### config.mk
export PLATFORM = sky130hd
export DESIGN_NAME = tpz_mul
export DESIGN_NICKNAME = d
export VERILOG_FILES = /design/src/rtl/tpz_pkg.sv /design/src/rtl/tpz_mul.sv
export SDC_FILE = /design/constraint.sdc
export NUM_CORES = 2
export LEC_CHECK = 0
export BUFFER_PORTS_ARGS = -buffer_cell sky130_fd_sc_hd__buf_2
export CAP_MARGIN = 20
export CORE_MARGIN = 2
export CORE_UTILIZATION = 40
export DETAILED_ROUTE_END_ITERATION = 8
export GPL_ROUTABILITY_DRIVEN = 0
export PLACE_DENSITY = 0.65
export SLEW_MARGIN = 40
export SYNTH_ARGS = -nofsm -noshare
export SYNTH_HDL_FRONTEND = slang
export SYNTH_SLANG_ARGS = --single-unit
### constraint.sdc
create_clock -name clk_i -period 11.6 [get_ports clk_i]
set_clock_uncertainty 0.2 [all_clocks]
set_input_delay 2.32 -clock clk_i [delete_from_list [all_inputs] [get_ports clk_i]]
set_output_delay 2.32 -clock clk_i [all_outputs]
set_load 0.1 [all_outputs]
### src/rtl/tpz_pkg.sv
// Package for the torus point z-buffer plotter: shared constants, types,
// the quarter-wave sine evaluator and the shade ramp. No dependencies.
`default_nettype none
package tpz_pkg;

  localparam int unsigned SCREEN_WIDTH_DEF  = 80;
  localparam int unsigned SCREEN_HEIGHT_DEF = 22;
  localparam int unsigned PHASE_BITS_DEF    = 10;

  localparam int unsigned FIELD_PHASE_W = 10;
  localparam int unsigned FIELD_INDEX_W = 11;
  localparam int unsigned CFG_INDEX_W   = 2;
  localparam int unsigned DEPTH_W       = 16;
  localparam int unsigned GLYPH_W       = 7;

  localparam logic [1:0] OP_CLEAR = 2'd0;
  localparam logic [1:0] OP_PLOT  = 2'd1;
  localparam logic [1:0] OP_READ  = 2'd2;

  localparam logic [CFG_INDEX_W-1:0] CFG_ANGLE_A = 2'd0;
  localparam logic [CFG_INDEX_W-1:0] CFG_ANGLE_B = 2'd1;

  localparam logic [GLYPH_W-1:0] GLYPH_SPACE = 7'd32;

  localparam longint unsigned POLY_A = 64'd1686629713;
  localparam longint unsigned POLY_B = 64'd688904866;
  localparam longint unsigned POLY_C = 64'd76016977;

  // Sine and cosine in Q1.14, intermediate values of the point math
  typedef logic signed [15:0] sin_t;
  typedef logic signed [19:0] val_t;

  typedef struct packed {
    logic rd_en;
    logic wr_en;
    logic clr_start;
  } frame_ctl_t;

  // Quarter-wave sine, u in 0..4096 covers 0..pi/2, result in Q14
  function automatic logic [14:0] quarter_sine(input logic [12:0] u);
    longint unsigned z;
    longint unsigned z2;
    longint unsigned inner;
    longint unsigned mid;
    longint unsigned s;
    longint unsigned r;
    z     = 64'(u) << 18;
    z2    = (z * z) >> 30;
    inner = POLY_B - ((z2 * POLY_C) >> 30);
    mid   = POLY_A - ((z2 * inner) >> 30);
    s     = (z * mid) >> 30;
    r     = (s + 64'd32768) >> 16;
    if (r > 64'd16384) r = 64'd16384;
    return r[14:0];
  endfunction

  // Shade ramp from dim to bright
  function automatic logic [GLYPH_W-1:0] shade_glyph(input logic [3:0] n);
    logic [GLYPH_W-1:0] g;
    case (n)
      4'd0:    g = 7'h2e;
      4'd1:    g = 7'h2c;
      4'd2:    g = 7'h2d;
      4'd3:    g = 7'h7e;
      4'd4:    g = 7'h3a;
      4'd5:    g = 7'h3b;
      4'd6:    g = 7'h3d;
      4'd7:    g = 7'h21;
      4'd8:    g = 7'h2a;
      4'd9:    g = 7'h23;
      4'd10:   g = 7'h24;
      default: g = 7'h40;
    endcase
    return g;
  endfunction

endpackage
`default_nettype wire

### src/rtl/tpz_mul.sv
// Shared signed multiplier with registered product and Q14 scaling.
// Depends on tpz_pkg (val_t).
`default_nettype none
module tpz_mul import tpz_pkg::*; (
  input  wire logic               clk_i,
  input  wire logic signed [26:0] a_i,
  input  wire logic signed [26:0] b_i,
  output logic signed [53:0]      full_o,
  output val_t                    scaled_o
);
  logic signed [53:0] prod_q;
  logic signed [53:0] biased;

  // Register every product
  always_ff @(posedge clk_i) begin
    prod_q <= a_i * b_i;
  end

  // Divide by 2^14 truncating toward zero
  always_comb begin
    biased   = prod_q + (prod_q[53] ? 54'sd16383 : 54'sd0);
    full_o   = prod_q;
    scaled_o = val_t'(biased >>> 14);
  end
endmodule
`default_nettype wire

# Word-level counts from Yosys, hierarchy flattened
# Index checks and enable logic that the tools add are counted.
# word_totals
regBits,54
inputBits,55
output_inout_bits,74
wordCells,4
# classes
n_addsub,1
n_mul,1
muxes,1
# ops
cell,n
$mul 27x27->54,1
$add 34x15->34,1
$mux 14,1

# Depth between registers and ports, before layout
# depth
depth_word,2
ltp_mapped,28
depth_no_buf,25

# Worst setup path before layout
# Ideal clock, no wire load.
# synth_path
path_type,input -> register
from,input port b_i[8]
to,register prod_q[52] (netlist: full_o[52])
setup_time_ns,0.072
arrival_time_ns,8.708
slack_ns,2.619
stages,23
path_buffers,3
cell_sequence,clkbuf_1 clkbuf_1 and2_1 fa_1 inv_1 fa_1 inv_1 fa_1 fa_1 fa_1 fa_1 fa_1 ha_1 clkbuf_1 a21o_1 a21o_1 a21oi_1 o21bai_1 a21o_1 a21oi_1 o31ai_2 a21oi_2 xnor2_1
# synth_via
elab_chain_cells,1
# synth_lines
item,line,text
start: declaration,tpz_mul.sv:7,"input wire logic signed [26:0] b_i,"
$mul 27x27->54,tpz_mul.sv:16,prod_q <= a_i * b_i;
end signal: assignment,tpz_mul.sv:16,
end: declaration,tpz_mul.sv:11,logic signed [53:0] prod_q;
# No other way between the ends.

# Worst setup path in the final report
# layout_path
from,input port b_i[0]
to,register prod_q[47] (netlist: full_o[47])
# Same word-level chain as after synthesis.

==> impl_metrics.ini <==
[synth]
synth_top_family_by_area = adder cells
synth-seq-cells = 54
synthXorXnorAreaFrac = 0.0241
async_reset_ff_frac = 0
synth_area_sq_mm = 0.0284
synth_flop_cell = dfxtp_1
synth_edf_count = 0
ys_seq_area_frac = 0.0381
synth_fa_ha_area_frac = 0.612
synthDistinctLibCells = 69
syn_avg_cell_area_sq_um = 9.16
synth_warnings = 0
synth_mux_area_frac = 0
synth_nets = 4086
synthSimpleGateAreaFrac = 0.151
synth_compound_area_frac = 0.0445
synth_cells = 3099

[run]
maxCapViolations = 0

[critical_path]
worstSetupEndpoint = full_o[47]
startpoint_type = primary input
required_ns = 11.65
end_kind = flop
cp_max_fo = 27
crit_type = primary input to flop
critPathLaunch = b_i[0]
arrival_ns = 9.73

[sta]
rsz0062_at_grt = no
timing.fmax_mhz = 103
slew_violations = 0
period_share = 0.835
tightest_slew_ns = 0.775
setup_viol = 0
period_needed_ns = 9.68
finalWorstSetupSlack_ns = 1.92
relSlewSlack = 0.483
timing.setup.tns_ns = 0
hold_viol_final = 0

[global_routing]
antenna_found_initial = 1
grt_pass1_vias = 22026
grt_pass1_wl_mm = 118
grt_usage = 0.209
overflow = 0
grt_max_degree = 28

[drt]
dr.first_iter.drc_count = 1118
ant_nets = 0
avgRoutedWirePerCell_um = 18.3
vias_per_cell = 5.01
wirelength_mm = 73.7
num_vias = 20227
dr.pass1.iters = 7
drc_errors = 0

[floorplanning]
dieArea_sq_mm = 0.0731
row_count = 97
die_y_um = 270
pin_count = 129
die_w_um = 270
core-area_sq_mm = 0.0701
initial_core_util = 0.405

[finish]
antenna_cells = 0
nFillCells = 7064
layout-drive-gt1-share = 0.0513
area_delta_synth_final_pct = 5.09
final_area_sq_mm = 0.0298
largest_reg_flops = 54
regArea_sq_mm = 0.00108
multiInputGateArea_sq_mm = 0.0236
nets = 4083

[clocking]
post_cts_buffers = 0
numCtsBuffers = 5
root_buffer = clkbuf_16
clock_path_buffers = 2
clk_pin_slew_ns = 0.08
htreeDepth = 2
clock-sinks = 54
cts_tree = done
hold_buffers = 0
ctsResizeCount = 0

[place]
place_area_sq_mm = 0.0297
io_buffers = 128
post-dp-hpwl_mm = 60.2
detailedPlace.worstSlack_ns = 1.63

[run_status]
outcome = finished, final reports clean

[worst_hold_path]
hold_class = primary input to flop
[through the flow]
stage | hold WS, ns | utilization | cells
finish | 2.43 | 0.425 | 4037
global route | 2.43 | 0.425 | 4037
floorplan | 2.25 | - | 3099
CTS | 2.42 | 0.425 | 4037
global placement | 2.68 | 0.423 | 4029
detailed placement | 2.68 | 0.423 | 4029
[logic make-up (layout without fill, tap and decap cells)]
kind of cell | Yosys count | after routing
AO/OA/AOI/OAI | 176 | 176
buffers and inverters | 980 | 978
flip-flops | 54 | 54
adder cells (fa/ha/maj) | 932 | 932
XOR/XNOR | 78 | 78
AND/OR/NAND/NOR | 879 | 879
[worst min path at each step]
stage / from / depth (start not counted) / to
floorplan: a_i[0] / 1 / full_o[0]
global placement: full_o[42] / 1 / full_o[42]
detailed placement: full_o[44] / 1 / full_o[44]
CTS: b_i[0] / 2 / full_o[0]
global route: b_i[0] / 2 / full_o[0]
finish: b_i[0] / 2 / full_o[0]
[synth_stat cells (7+ instances only)]
| cell type | count | area share |
|---|---|---|
| nand2_1 | 436 | 0.058 |
| o21ai_1 | 8 | 0.0014 |
| o21ai_0 | 16 | 0.0028 |
| nand2b_1 | 14 | 0.0031 |
| a211oi_1 | 9 | 0.0024 |
| xor2_1 | 19 | 0.0059 |
| nand3_1 | 22 | 0.0039 |
| inv_1 | 836 | 0.11 |
| dfxtp_1 | 54 | 0.038 |
| and3_1 | 8 | 0.0018 |
| clkbuf_1 | 137 | 0.018 |
| a21oi_1 | 47 | 0.0083 |
| ha_1 | 171 | 0.075 |
| and2_1 | 305 | 0.067 |
| xnor2_1 | 59 | 0.018 |
| fa_1 | 761 | 0.54 |
| nor3_1 | 7 | 0.0012 |
| nor2_1 | 48 | 0.0063 |
| a21o_1 | 37 | 0.0098 |
| nand4_1 | 16 | 0.0035 |
[per-layer routing]
| metal | up-vias | global-route usage | share of wire |
|---|---|---|---|
| met3 | 142 | 0.0252 | 0.055 |
| met1 | 10592 | 0.250 | 0.37 |
| met5 | - | 0 | 0.00016 |
| met2 | 643 | 0.381 | 0.53 |
| met4 | 2 | 0.0842 | 0.045 |
| li1 | 8848 | - | - |
[layout make-up]
type,instances,share of cell area
clock buffers,6,0.00432
clock inverters,2,0.000461
inverters,837,0.105
multi-input cells,2065,0.792
flip-flops and latches,54,0.0363
well taps,940,0.0394
repair buffers,133,0.0227
[cell usage in the layout, fill, tap and decap left out, types with 3 or more instances in the layout]
master,synthesis,routed
a21o_1,37,37
nor2_1,48,48
ha_1,171,171
o21bai_1,6,6
o21ai_0,16,16
a211oi_1,9,9
nor2b_1,6,6
fa_1,761,761
a21oi_2,3,3
and4_1,5,5
dfxtp_1,54,53
and3_1,8,8
xnor2_1,59,59
xor2_1,19,19
inv_1,836,836
nand2b_1,14,14
nand4_1,16,16
o21ai_1,8,8
a31oi_1,5,5
o31ai_1,5,5
nand3_1,22,22
nand2_1,436,436
a21oi_1,47,47
buf_2,1,128
clkbuf_16,0,5
nor3_1,7,7
o211ai_1,6,6
and2_1,305,305
buf_4,2,5
[critical path, stage by stage]
cell      delay [ns]
buf_2           0.52
nand2_1         0.25
inv_1           0.14
fa_1            0.53
fa_1            0.59
fa_1            0.56
ha_1            0.48
inv_1           0.44
fa_1            0.61
inv_1           0.05
fa_1            0.54
fa_1            0.41
ha_1            0.37
a21oi_1         0.31
nand2_1         0.16
a2111o_1        0.40
a21oi_1         0.13
o22ai_1         0.19
nand2_1         0.20
a21oi_1         0.09
a211oi_1        0.26
xnor2_1         0.16
Power is left out: the tool's default activity adds up to more than one toggle a clock period on the data nets, which glitch-free logic cannot reach.
